<file path="config.mk">
export PLATFORM = sky130hd
export DESIGN_NAME = mm_controller
export DESIGN_NICKNAME = d
export VERILOG_FILES = /design/src/hw/rtl/mm_pkg.sv /design/src/hw/rtl/mm_controller.sv
export SDC_FILE = /design/constraint.sdc
export NUM_CORES = 1
export LEC_CHECK = 0
export BUFFER_PORTS_ARGS = -buffer_cell sky130_fd_sc_hd__buf_2
export CAP_MARGIN = 20
export CORE_ASPECT_RATIO = 0.75
export CORE_MARGIN = 4
export CORE_UTILIZATION = 45
export DETAILED_ROUTE_END_ITERATION = 12
export HOLD_SLACK_MARGIN = 0.12
export MAX_ROUTING_LAYER = met4
export PLACE_DENSITY = 0.68
export SYNTH_ARGS = -nofsm -noshare
export SYNTH_HDL_FRONTEND = slang
export SYNTH_SLANG_ARGS = --single-unit
</file>
<file path="constraint.sdc">
create_clock -name aclk -period 2 [get_ports aclk]
set_input_delay 0 -clock aclk [delete_from_list [all_inputs] [get_ports aclk]]
set_output_delay 0 -clock aclk [all_outputs]
set_load 0.05 [all_outputs]
</file>
<file path="src/hw/rtl/mm_pkg.sv">
package mm_pkg;

    // Field widths fixed by the stream format
    localparam int DATA_W   = 32;
    localparam int IDX_W    = 3;
    localparam int DIM_W    = 4;
    localparam int REQ_W    = 2;
    localparam int CFG_IDX_W = 2;

    // Defaults for the top level parameters
    localparam int MAX_DIM_DEF   = 8;
    localparam int FRAC_BITS_DEF = 16;

    // Packed stream widths, padded to whole bytes
    localparam int S_TDATA_W = 40;
    localparam int M_TDATA_W = 40;

    typedef enum logic [REQ_W-1:0] {
        REQ_LOAD_A  = 2'd0,
        REQ_LOAD_B  = 2'd1,
        REQ_COMPUTE = 2'd2,
        REQ_NONE    = 2'd3
    } mm_req_t;

    typedef enum logic [CFG_IDX_W-1:0] {
        CFG_A_ROWS    = 2'd0,
        CFG_INNER_DIM = 2'd1,
        CFG_B_COLS    = 2'd2,
        CFG_UNUSED    = 2'd3
    } mm_cfg_idx_t;

    // Controller to datapath
    typedef struct packed {
        logic             wr_a;
        logic             wr_b;
        logic             rd_en;
        logic             acc_clear;
        logic             out_load;
        logic             out_last;
        logic [IDX_W-1:0] row;
        logic [IDX_W-1:0] col;
        logic [IDX_W-1:0] k;
    } mm_cmd_t;

    // Datapath to controller
    typedef struct packed {
        logic pipe_busy;
        logic out_free;
    } mm_status_t;

endpackage

</file>
<file path="src/hw/rtl/mm_controller.sv">
module mm_controller
    import mm_pkg::*;
#(
    parameter int MAX_DIM = MAX_DIM_DEF
) (
    input  logic                 aclk,
    input  logic                 aresetn,
    input  logic                 cfg_wr_en,
    input  logic [CFG_IDX_W-1:0] cfg_index,
    input  logic [DIM_W-1:0]     cfg_data,
    input  logic                 s_tvalid,
    output logic                 s_tready,
    input  logic [REQ_W-1:0]     req_type,
    input  logic [IDX_W-1:0]     ld_row,
    input  logic [IDX_W-1:0]     ld_col,
    input  mm_status_t           status,
    output mm_cmd_t              cmd
);

    typedef enum logic [1:0] {
        ST_IDLE,
        ST_MAC,
        ST_DRAIN
    } state_t;

    localparam logic [DIM_W-1:0] DIM_MAX = DIM_W'(MAX_DIM);

    state_t           state_reg, state_next;
    logic [DIM_W-1:0] a_rows_reg, inner_dim_reg, b_cols_reg;
    logic [IDX_W-1:0] i_reg, i_next;
    logic [IDX_W-1:0] j_reg, j_next;
    logic [IDX_W-1:0] k_reg, k_next;

    logic [DIM_W-1:0] nr, nk, nc;
    logic             accept;
    logic             a_in_range, b_in_range;
    logic             k_last, j_last, i_last;

    // registers above MAX_DIM act as MAX_DIM
    assign nr = (a_rows_reg    > DIM_MAX) ? DIM_MAX : a_rows_reg;
    assign nk = (inner_dim_reg > DIM_MAX) ? DIM_MAX : inner_dim_reg;
    assign nc = (b_cols_reg    > DIM_MAX) ? DIM_MAX : b_cols_reg;

    assign s_tready   = (state_reg == ST_IDLE);
    assign accept     = s_tvalid && s_tready;
    assign a_in_range = ({1'b0, ld_row} < nr) && ({1'b0, ld_col} < nk);
    assign b_in_range = ({1'b0, ld_row} < nk) && ({1'b0, ld_col} < nc);

    assign k_last = ({1'b0, k_reg} + 1'b1) == nk;
    assign j_last = ({1'b0, j_reg} + 1'b1) == nc;
    assign i_last = ({1'b0, i_reg} + 1'b1) == nr;

    always_comb begin
        state_next    = state_reg;
        i_next        = i_reg;
        j_next        = j_reg;
        k_next        = k_reg;
        cmd           = '0;
        cmd.row       = i_reg;
        cmd.col       = j_reg;
        cmd.k         = k_reg;
        cmd.out_last  = i_last && j_last;

        unique case (state_reg)
            ST_IDLE: begin
                if (accept) begin
                    unique case (req_type)
                        REQ_LOAD_A: cmd.wr_a = a_in_range;
                        REQ_LOAD_B: cmd.wr_b = b_in_range;
                        REQ_COMPUTE: begin
                            if (nr != '0 && nc != '0) begin
                                i_next        = '0;
                                j_next        = '0;
                                k_next        = '0;
                                cmd.acc_clear = 1'b1;
                                state_next    = (nk == '0) ? ST_DRAIN : ST_MAC;
                            end
                        end
                        default: ;
                    endcase
                end
            end
            ST_MAC: begin
                cmd.rd_en = 1'b1;
                if (k_last) begin
                    state_next = ST_DRAIN;
                end else begin
                    k_next = k_reg + 1'b1;
                end
            end
            ST_DRAIN: begin
                // wait for the last product to land and the output slot to free
                if (!status.pipe_busy && status.out_free) begin
                    cmd.out_load  = 1'b1;
                    cmd.acc_clear = 1'b1;
                    k_next        = '0;
                    if (i_last && j_last) begin
                        state_next = ST_IDLE;
                    end else begin
                        if (j_last) begin
                            j_next = '0;
                            i_next = i_reg + 1'b1;
                        end else begin
                            j_next = j_reg + 1'b1;
                        end
                        state_next = (nk == '0) ? ST_DRAIN : ST_MAC;
                    end
                end
            end
            default: state_next = ST_IDLE;
        endcase
    end

    always_ff @(posedge aclk) begin
        if (!aresetn) begin
            state_reg     <= ST_IDLE;
            a_rows_reg    <= DIM_W'(8);
            inner_dim_reg <= DIM_W'(8);
            b_cols_reg    <= DIM_W'(8);
            i_reg         <= '0;
            j_reg         <= '0;
            k_reg         <= '0;
        end else begin
            state_reg <= state_next;
            i_reg     <= i_next;
            j_reg     <= j_next;
            k_reg     <= k_next;
            if (cfg_wr_en) begin
                unique case (cfg_index)
                    CFG_A_ROWS:    a_rows_reg    <= cfg_data;
                    CFG_INNER_DIM: inner_dim_reg <= cfg_data;
                    CFG_B_COLS:    b_cols_reg    <= cfg_data;
                    default: ;
                endcase
            end
        end
    end

endmodule

</file>
After elaboration in Yosys (flattened, before gate mapping). Cells that the tools add are included.

Word-level logic and storage cells: 95. Input port bits: 20. Register bits after elaboration: 23.

Mux-type cells: 36. Order comparisons: 7. $add $sub $neg: 6. Equal/unequal tests: 17. Reductions and logical operators: 22.

Operators with widths (number): 2-to-1 mux 3 bit (11); 2-to-1 mux 2 bit (10); less-than comparator 3 x 4 -> 1 bit (4); adder 3 x 1 -> 4 bit (second input constant) (3); equality test 4 bit (3); greater-than comparator 4 bit (second input constant) (3); 2-to-1 mux 4 bit (3); case mux 3 bit (2 select lines) (2); AND reduction 6 bit (2); != test 2 bit (second input constant) (5); adder 3 x 1 -> 3 bit (second input constant) (3); case mux 3 bit (3 select lines) (1); nonzero test 4 bit (2); 2-to-1 mux 1 bit (7); AND reduction 7 bit (1); equality test 2 x 1 -> 1 bit (second input constant) (3); equality test 2 bit (second input constant) (3); logical AND 1 bit (6); logical NOT 2 bit (3); != test 2 x 1 -> 1 bit (second input constant) (3); case mux 2 bit (3 select lines) (1); AND reduction 2 bit (3); AND reduction 5 bit (1); logical NOT 4 bit (1); other kinds (4) (4).

Longest topological paths before layout. Gate-level depths: netlist of the first run.

Word-level depth: 8. Mapped depth: 7.

Worst setup path after synthesis of the first run. Ideal clock, no wire load.

Kind: reg2reg. From: register j_reg[0]. To: register state_reg[1]. Data arrival time: 2.556 ns. Stages on the path, launching flop included: 8. Library setup time: 0.117 ns. Setup slack: -0.673 ns. Cell sequence: dfxtp_1 ha_1 xor2_1 or3_1 a32oi_2 nor3b_4 nand2_1 a32o_1.

RTL lines: start: declaration (line mm_controller.sv:31) `logic [IDX_W-1:0] j_reg, j_next;`; start signal: assignment (line mm_controller.sv:126) `j_reg <= j_next;`; end signal: assignment (line mm_controller.sv:124) `state_reg <= state_next;`; end: declaration (line mm_controller.sv:28) `state_t state_reg, state_next;`.

==> key figures, run 1 <==
Die
  • Effective utilization at floorplan: 46.6%
  • Number of cell rows: 19
  • Top-Level Pins: 36
  • DIE AREA: 4850 sq um
  • Die Y: 61.3 microns
  • Chip width: 79.1 microns
  • Placeable core region: 3660 sq um

Setup path
  • R2R cell count: 7
  • Flop-to-flop setup slack: 0 ns
  • Largest fanout on the critical path: 4
  • Worst Path Required: 2.00 ns
  • Largest stage delay on the critical path: 0.36 ns
  • Cell with the biggest individual delay on the critical path: dfxtp_4
  • Arrival time worst endpoint: 2.03 ns
  • Worst reg2reg endpoint: state_reg[1]
  • Startpoint of the worst register-to-register path: j_reg[1]
  • Category of the worst setup path launch point: register
  • Worst setup EP type: output port
  • Kind of critical path: register to output port
  • Crit-path cells: ha_4 > xor2_2 > or3_1 > a32oi_2 > nor3b_4 > buf_6

Status
  • Result of the run: finished with violations
  • Violated checks: setup timing

Timing
  • Final critical-path share of the clock period: 102%
  • TNS Setup: -0.0373 ns
  • Max Transition Viols Final: 0
  • Fin crit period: 2.03 ns
  • Smallest setup slack after layout: -0.0347 ns
  • Highest clock frequency the design can meet: 491 MHz
  • Post-Route Hold Slack: 0.139 ns
  • Count of endpoints failing setup in the final report: 2
  • Worst relative slew slack: 65.0%
  • Post-route clock skew: 0.00585 ns
  • Transition at the pin with the smallest max-transition slack: 0.519 ns
  • Hold Violations, Final: 0
  • RSZ-0062 raised after global routing: true

Placed design
  • Detailed placement HPWL: 3370 microns
  • Cell count after placement: 291
  • Total of buffers placed on input and output ports: 35
  • Setup slack at placement: 0.00288 ns
  • Final weighted congestion in routability-driven placement: 0.881

Final layout
  • Leading cell type in the layout, fill and taps excluded: buf_2
  • Ant diodes: 0
  • Final net count: 284
  • Share of cells above drive strength 1: 30.6%
  • Area growth from synthesis to layout: 28.5%
  • Top library cells by usage in the layout, fill and taps aside: buf_2 (32), nand2_1 (19), nor2_1 (14), nor2b_1 (12), mux2i_1 (12)
  • Post-layout instance count excluding filler cells: 304
  • Number of filler instances in the final layout: 331

GRT
  • Vias in the first global route: 1376
  • Maximum number of pins on one net before global-route repair: 28
  • GRT Total Usage: 18.4%
  • Antenna violations before repair: 0
  • Wire length of the first global-routing pass: 6760 microns
  • Total overflow reported by the global router: 0

Synthesis
  • XOR/XNOR Fraction of Synth Area: 3.60%
  • Mux share of post-synthesis cell area: 8.36%
  • Largest family of logic cells by synthesized area: simple AND/OR/NAND/NOR gates
  • Per-instance average area after synthesis: 8.36 sq um
  • Syn_nets: 235
  • Synthesized instance count: 204
  • Sequential area share after synthesis: 27.0%
  • Area contributors post-synth: dfxtp_1 (27%), ha_1 (8.1%), mux2i_1 (7.0%)
  • Number of synthesized register bits: 23
  • Mapped cell area: 1710 sq um
  • Biggest area consumer among synthesized cells: dfxtp_1
  • Number of enable-type register cells in the synthesized netlist: 0
  • Most used flip-flop cell after synthesis: dfxtp_1
  • FFs w/ async S/R, synth: 0%
  • Post-synthesis share of cell area spent on and, or, nand and nor gates: 31.1%
  • Share of the synthesized area in the top cell type: 27.0%
  • Synthesized-area fraction occupied by ao, oa, aoi and oai cells: 17.9%
  • Synth cell types: 50
  • Post-synthesis share of cell area spent on full adders, half adders and majority gates: 8.07%
  • Yosys warns: 0

Detailed routing
  • Final wirelength: 4330 microns
  • Total number of vias: 1648
  • Initial DRC count: 90
  • Wire length per cell: 14.2 microns
  • DRC: 0
  • Per-cell via count in the routed design: 5.42
  • First-pass DRT Iterations: 5
  • Number of nets still failing antenna checks after routing: 0

Power
  • Reg power frac: 49.8%
  • Internal cell power: 691 uW
  • Power density over cell area: 446 nW/um^2
  • Pleak: 0.000905 uW
  • Power dissipated by switching net loads: 286 uW
  • Proportion of total power due to net switching: 29.3%
  • Clock power share: 30.6%
  • Highest ir drop seen on vdd: 0.371 mV
  • Share of total power in combinational logic: 19.6%

CTS
  • CTS tree: yes
  • Clk sinks: 23
  • Maximum buffer depth of the clock tree: 2
  • Master cell of the clock root buffer: clkbuf_8
  • Clk slew on worst S/H paths: 0.09 ns
  • Total CTS buffers: 3
  • Number of H-tree branching levels: 1
  • Worst-Skew Late Latency: 0.27 ns

Min path
  • Hold crit path type: primary input to register
  • Hold path depth: 4
  • Hold wc startpoint: aresetn
  • Worst Hold Endpoint: state_reg[1]

Run
  • # Max-Cap Violations: 0
-- routing by layer --
layer,track usage [%],share of wire (%)
met5,-,0
met2,25.7,43
met1,27.2,51
met4,2.94,0.69
met3,4.24,5.5
-- power by group through the flow --
stage	sequential, uW	clock [uW]	combinational, uW
6_report	487	299	192
5_1_grt	489	320	208
4_1_cts	486	306	185
3_5_place_dp	497	0	174
3_3_place_gp	496	0	173
2_1_floorplan	493	0	117
-- timing repair --
item / in CTS / in global routing
gates resized for setup: 5 / 10
hold buffers: 6 / 0
endpoints found under the hold margin: 13 / 0
endpoints found under the setup margin: 4 / 11
pin swaps: 1 / 6
buffers inserted: 1 / 2
-- worst max-delay path by stage --
| stage | startpoint | endpoint | slack, ns |
|---|---|---|---|
| 3_5_place_dp | j_reg[1] | state_reg[1] | 0.003 |
| 3_3_place_gp | j_reg[1] | state_reg[1] | 0.08 |
| 4_1_cts | j_reg[1] | cmd[9] | -0.04 |
| 5_1_grt | j_reg[1] | cmd[9] | -0.13 |
| 2_1_floorplan | j_reg[0] | state_reg[1] | -0.34 |
| 6_report | j_reg[1] | cmd[9] | -0.03 |
-- per-stage QoR --
stage,total power (uW),cell area [sq um],utilization (%)
floorplan,610,1750,-
global placement,669,2010,54.9
detailed placement,671,2010,54.9
CTS,978,2140,58.5
global route,1020,2190,59.8
finish,977,2190,59.8
-- layout make-up --
cell class | instances | area [sq um] | area share, %
well taps | 52 | 65.1 | 2.97
inverters | 10 | 37.5 | 1.71
clock buffers | 3 | 41.3 | 1.88
clock inverters | 1 | 5.00 | 0.228
repair buffers | 51 | 329 | 15.0
multi-input cells | 164 | 1220 | 55.9
flip-flops and latches | 23 | 488 | 22.3
-- Yosys cell counts, types with 2 or more instances --
cell       n
o211ai_1   2
nand2_1   19
o21ai_1    4
dfxtp_1   23
nor3_1     2
and2_1     2
or2_2      2
inv_1      9
a31oi_1    4
clkbuf_1   4
xnor2_1    4
nor2_1    14
nand3b_1   3
and4b_1    2
buf_2      3
a21o_1     5
nor3b_1    3
nor4_1     2
o22ai_1    5
a22oi_1    2
nand2b_1   6
nand4b_1   4
or3_1      2
nand3_1    9
or2_1      2
a21oi_1    8
ha_1      11
nor2b_1   12
xor2_1     3
mux2i_1   12
or3b_1     2
-- critical path, delay by kind of cell (launching register included) --
kind	cells	cell delay [ns]
xor+xnor	1	0.14
flops	1	0.36
fa+ha+maj	1	0.17
buf+inv	1	0.20
simple gates	2	0.62
compound gates	1	0.26
-- kinds of logic (layout without fill, tap and decap cells) --
kind of cell / Yosys count / count (layout)
adder cells (fa/ha/maj): 11 / 11
buffers and inverters: 17 / 65
multiplexers: 14 / 14
AND/OR/NAND/NOR: 91 / 91
XOR/XNOR: 7 / 7
AO/OA/AOI/OAI: 41 / 41
flip-flops: 23 / 23
(Power assumes the default switching activity.)
==> run 2, diff against run 1 <==
Settings changed: PLACE_DENSITY 0.68 to unset, PLACE_DENSITY_LB_ADDON set to 0.25.
==> run 2 against run 1 <==
Net effect:
- the run now ends clean
- sequential cell count stayed put
- combinational power hardly changed
- global-route usage is 0.33 points lower
- final cell count is 0.33% lower
- worst hold slack worse by 0.0026 ns
- count of clock-buffer cells in the layout stayed put
- final area is 0.34% lower
- clock skew is 0.00076 ns higher
- sequential power hardly changed
- die area stayed put
- wire length is 5.2% lower
- via count is 0.73% lower
==> key figures, run 2 (synthesized netlist as in run 1, its figures left out) <==
Final layout
  • Number of filler instances in the final layout: 352
  • Area growth from synthesis to layout: 28.0%
  • Final net count: 283
  • Leading cell type in the layout, fill and taps excluded: buf_2
  • Top library cells by usage in the layout, fill and taps aside: buf_2 (33), nand2_1 (19), nor2_1 (14), nor2b_1 (12), mux2i_1 (12)
  • Ant diodes: 0
  • Multi-input gate area in the final layout: 1230 sq um
  • Combined flip-flop and latch cell area: 488 sq um
  • Share of cells above drive strength 1: 30.7%

GRT
  • Vias in the first global route: 1438
  • Antenna violations before repair: 0
  • GRT Total Usage: 18.0%
  • Wire length of the first global-routing pass: 6770 microns
  • Maximum number of pins on one net before global-route repair: 29
  • Total overflow reported by the global router: 0

Timing
  • Transition at the pin with the smallest max-transition slack: 0.475 ns
  • Worst relative slew slack: 68.3%
  • Fin crit period: 1.99 ns
  • Hold Violations, Final: 0
  • Final critical-path share of the clock period: 99.4%
  • Smallest setup slack after layout: 0.0119 ns
  • Highest clock frequency the design can meet: 503 MHz
  • Post-route clock skew: 0.00661 ns
  • TNS Setup: 0 ns
  • Max Transition Viols Final: 0
  • Count of endpoints failing setup in the final report: 0
  • RSZ-0062 raised after global routing: true

Power
  • Internal cell power: 690 uW
  • Total chip power: 976 uW
  • Reg power frac: 49.8%
  • Power dissipated by switching net loads: 287 uW
  • Proportion of total power due to net switching: 29.4%
  • Power density over cell area: 447 nW/um^2
  • Clock power share: 30.7%
  • Pleak: 0.000902 uW
  • Highest ir drop seen on vdd: 0.255 mV
  • Share of total power in combinational logic: 19.5%

Detailed routing
  • First-pass DRT Iterations: 4
  • Number of nets still failing antenna checks after routing: 0
  • Per-cell via count in the routed design: 5.40
  • Wire length per cell: 13.5 microns
  • Initial DRC count: 100
  • Total number of vias: 1636
  • Final wirelength: 4110 microns
  • DRC: 0

Die
  • Number of cell rows: 19
  • Top-Level Pins: 36
  • Chip width: 79.1 microns
  • DIE AREA: 4850 sq um
  • Placeable core region: 3660 sq um
  • Effective utilization at floorplan: 46.6%
  • Die Y: 61.3 microns

Setup path
  • Arrival time worst endpoint: 1.99 ns
  • Largest fanout on the critical path: 4
  • Worst reg2reg endpoint: i_reg[0]
  • Kind of critical path: register to output port
  • Startpoint of the worst register-to-register path: i_reg[0]
  • Worst Path Required: 2.00 ns
  • Flop-to-flop setup slack: 0.05 ns
  • Worst setup EP type: output port
  • R2R cell count: 7
  • Category of the worst setup path launch point: register

CTS
  • Maximum buffer depth of the clock tree: 2
  • Clk sinks: 23
  • Worst-Skew Late Latency: 0.27 ns
  • CTS tree: yes
  • Clk slew on worst S/H paths: 0.09 ns
  • Number of H-tree branching levels: 1
  • Master cell of the clock root buffer: clkbuf_8
  • Total CTS buffers: 3

Placed design
  • Final weighted congestion in routability-driven placement: 0.874
  • Total of buffers placed on input and output ports: 35
  • Setup slack at placement: 0.0388 ns
  • Detailed placement HPWL: 3250 microns

Status
  • Result of the run: finished clean

Min path
  • Hold crit path type: primary input to register
  • Worst Hold Endpoint: inner_dim_reg[3]
  • Hold wc startpoint: aresetn
  • Hold path depth: 2

Run
  • # Max-Cap Violations: 0
[run 2: cell types whose count changed in the layout (fill, tap and decap cells not counted)]
| cell | delta |
|---|---|
| o22ai_1 | -1 |
| buf_4 | -1 |
| o22ai_2 | +1 |
| buf_2 | +1 |
| buf_6 | -1 |
[run 2: power groups by stage]
stage,Combinational [uW],Sequential (uW),Clock (uW)
after global placement,173,496,0
after CTS,186,485,300
after floorplan,117,493,0
after detailed placement,176,496,0
after global routing,210,489,321
final,190,486,300
[run 2: final cells by class]
type | instances | share of cell area, %
clock buffer | 3 | 1.89
tap | 52 | 2.98
sequential | 23 | 22.3
multi-input combinational | 164 | 56.4
clock inverter | 1 | 0.229
timing repair buffer | 50 | 14.4
inverter | 10 | 1.72
[run 2: timing repair]
| item | 4_1_cts | 5_1_grt |
|---|---|---|
| hold endpoints to repair | 13 | 0 |
| hold buffers | 6 | 0 |
| setup buffers | 1 | 1 |
| endpoints found under the setup margin | 2 | 13 |
| resized for setup | 4 | 10 |
| pin swaps | 1 | 4 |
[run 2: per-layer routing]
metal	up-vias	routed length, microns	global-route usage [%]
met1	749	2140	26.2
met2	45	1720	27.3
li1	840	-	-
met5	-	0	-
met3	2	224	2.78
met4	0	25	2.21
[run 2: critical path, cell delays in order, from the launching register on]
cell     delay, ns
dfxtp_4       0.36
ha_4          0.16
xor2_2        0.14
or3_1         0.32
a32oi_2       0.24
nor3b_4       0.29
buf_6         0.20
[run 2: how the worst max path moves through the flow]
stage,start,cells after the start,slack [ns],to
after global placement,j_reg[1],7,0.08,state_reg[1]
after CTS,j_reg[1],6,-0.006,cmd[9]
after floorplan,j_reg[0],7,-0.34,state_reg[1]
final,j_reg[1],6,0.01,cmd[9]
after detailed placement,j_reg[1],7,0.04,state_reg[1]
after global routing,j_reg[1],6,-0.10,cmd[9]
[run 2: per-stage QoR]
stage	cell area [sq um]	std cells	hold slack (ns)	util [%]
after floorplan	1750	204	0.101	-
after global placement	2010	291	0.265	54.9
after detailed placement	2010	291	0.262	54.9
after CTS	2130	302	0.130	58.3
after global routing	2180	303	0.144	59.6
final	2180	303	0.136	59.6
==> run 3, diff against run 2 <==
Settings changed: CORE_MARGIN 4 to unset.
==> run 3 against run 2 <==
Net effect:
- count of clock-buffer cells in the layout grew 1
- die area fell by 17%
- worst setup slack worse by 0.010 ns
- first-iteration DRC count increased by 54%
- critical path depth unchanged
- sequential share of layout area fell by 0.22 points
- final area grew 0.23%
- total power increased by 0.12%
- wire length grew 4.6%
- non-clock buffer count grew 1
==> key figures, run 3 (synthesized netlist as in run 1, its figures left out) <==
Die
  • Top-Level Pins: 36
  • Number of cell rows: 18
  • Effective utilization at floorplan: 49.5%
  • DIE AREA: 4040 sq um
  • Placeable core region: 3450 sq um
  • Chip width: 73.1 microns
  • Die Y: 55.3 microns

GRT
  • Maximum number of pins on one net before global-route repair: 29
  • Routing usage on met2: 30.0%
  • Vias in the first global route: 1445
  • Antenna violations before repair: 0
  • Total overflow reported by the global router: 0
  • Busiest layer in global routing: met1
  • Wire length of the first global-routing pass: 6910 microns
  • GR met1 Demand/Resource: 34.9%
  • Met3 Usage GRT: 3.47%
  • GRT Total Usage: 22.4%

Setup path
  • Cell with the biggest individual delay on the critical path: dfxtp_4
  • Worst setup EP type: output port
  • Buffers and inverters on the worst path: 1
  • Arrival time worst endpoint: 2.00 ns
  • Kind of critical path: register to output port
  • Cell type group with the largest total delay on the critical path: simple AND/OR/NAND/NOR gates
  • Largest stage delay on the critical path: 0.36 ns
  • R2R cell count: 7
  • Worst reg2reg endpoint: state_reg[1]
  • Largest fanout on the critical path: 4
  • Worst Path Required: 2.00 ns
  • Category of the worst setup path launch point: register
  • Crit-path cells: ha_4 > xor2_1 > or3_1 > a32oi_2 > nor3b_4 > buf_6
  • Startpoint of the worst register-to-register path: j_reg[1]
  • Flop-to-flop setup slack: 0.04 ns

Power
  • Share of total power in combinational logic: 20.2%
  • Total chip power: 978 uW
  • Power dissipated by switching net loads: 283 uW
  • Clock power share: 30.1%
  • Highest ir drop seen on vdd: 0.330 mV
  • Pleak: 0.000911 uW
  • Power density over cell area: 447 nW/um^2
  • Reg power frac: 49.6%
  • Proportion of total power due to net switching: 28.9%
  • Internal cell power: 695 uW

Timing
  • RSZ-0062 raised after global routing: true
  • Max Transition Viols Final: 0
  • Smallest setup slack after layout: 0.00144 ns
  • Fin crit period: 2.00 ns
  • Transition at the pin with the smallest max-transition slack: 0.476 ns
  • Highest clock frequency the design can meet: 500 MHz
  • Hold Violations, Final: 0
  • Final critical-path share of the clock period: 99.9%
  • Post-Route Hold Slack: 0.130 ns
  • Count of endpoints failing setup in the final report: 0
  • Post-route clock skew: 0.00301 ns
  • Worst relative slew slack: 68.3%

CTS
  • Worst-Skew Late Latency: 0.27 ns
  • Master cell of the clock root buffer: clkbuf_8
  • Number of H-tree branching levels: 1
  • Clk slew on worst S/H paths: 0.08 ns
  • CTS tree: yes
  • Maximum buffer depth of the clock tree: 2
  • Clk sinks: 23
  • Total CTS buffers: 3

Min path
  • Hold path depth: 2
  • Hold crit path type: primary input to register
  • Hold wc startpoint: aresetn
  • Worst Hold Endpoint: b_cols_reg[3]

Placed design
  • Standard cell area after detailed placement: 2020 sq um
  • Detailed placement HPWL: 3210 microns
  • Total of buffers placed on input and output ports: 35
  • Final weighted congestion in routability-driven placement: 0.889
  • Setup slack at placement: 0.0536 ns

Detailed routing
  • Total number of vias: 1668
  • Per-cell via count in the routed design: 5.52
  • Initial DRC count: 154
  • Wire length per cell: 14.2 microns
  • Final wirelength: 4300 microns
  • Number of nets still failing antenna checks after routing: 0
  • First-pass DRT Iterations: 4
  • DRC: 0

Final layout
  • Final net count: 284
  • Combined flip-flop and latch cell area: 484 sq um
  • Multi-input gate area in the final layout: 1230 sq um
  • Ant diodes: 0
  • Top library cells by usage in the layout, fill and taps aside: buf_2 (32), nand2_1 (19), nor2_1 (14)
  • Leading cell type in the layout, fill and taps excluded: buf_2
  • Post-route core utilization: 63.5%
  • Area growth from synthesis to layout: 28.3%
  • Share of cells above drive strength 1: 29.8%
  • Layout Cell Area excl Fill: 2190 sq um
  • Number of filler instances in the final layout: 310

Run
  • # Max-Cap Violations: 0

Status
  • Result of the run: finished clean
## run 3: repair_timing
action                                  4_1_cts  5_1_grt
endpoints found under the setup margin        2       11
hold endpoints to repair                     13        0
hold buffers                                  6        0
resized for setup                             3       14
pin swaps                                     1        5
buffers inserted                              0        2
## run 3: worst max-delay path by stage
stage,start,to,slack (ns),cells past startpoint
3_5_place_dp,j_reg[1],state_reg[1],0.05,7
6_report,j_reg[1],cmd[9],0.001,6
5_1_grt,j_reg[0],cmd[9],-0.09,6
4_1_cts,j_reg[1],cmd[9],-0.02,6
3_3_place_gp,j_reg[1],state_reg[1],0.08,7
2_1_floorplan,j_reg[0],state_reg[1],-0.34,7
## run 3: per-layer routing
layer  wire (microns)  vias to the layer above  share of wire (%)
li1                 -                      839                  -
met1             2290                      776                 53
met2             1800                       51                 42
met3              185                        2                4.3
met4               27                        0               0.63
met5                0                        -                  0
## run 3: worst reg2reg max path: cells and delay by family, from the launching register on
family	cells	cell delay (ns)
and+or+nand+nor	3	0.74
AOI/OAI and AO/OA	2	0.47
DFF	1	0.36
adders and majority gates	1	0.16
xor gates and xnor gates	1	0.14
## run 3: metrics by stage
stage / setup TNS [ns] / instances
detailed placement: 0 / 290
global placement: 0 / 290
CTS: -0.0214 / 300
floorplan: -1.52 / 204
global route: -0.382 / 302
finish: 0 / 302
## run 3: cell type report
| cell class | count | share of cell area [%] |
|---|---|---|
| multi-input cells | 164 | 56.0 |
| flip-flops and latches | 23 | 22.1 |
| repair buffers | 51 | 15.2 |
| well taps | 50 | 2.86 |
| clock buffers | 4 | 2.06 |
| inverters | 10 | 1.72 |
## run 3: power by group through the flow
stage | logic, uW | registers [uW] | clock network, uW
2_1_floorplan | 117 | 493 | 0
3_3_place_gp | 177 | 494 | 0
3_5_place_dp | 178 | 495 | 0
4_1_cts | 187 | 484 | 302
5_1_grt | 213 | 488 | 331
6_report | 198 | 485 | 295
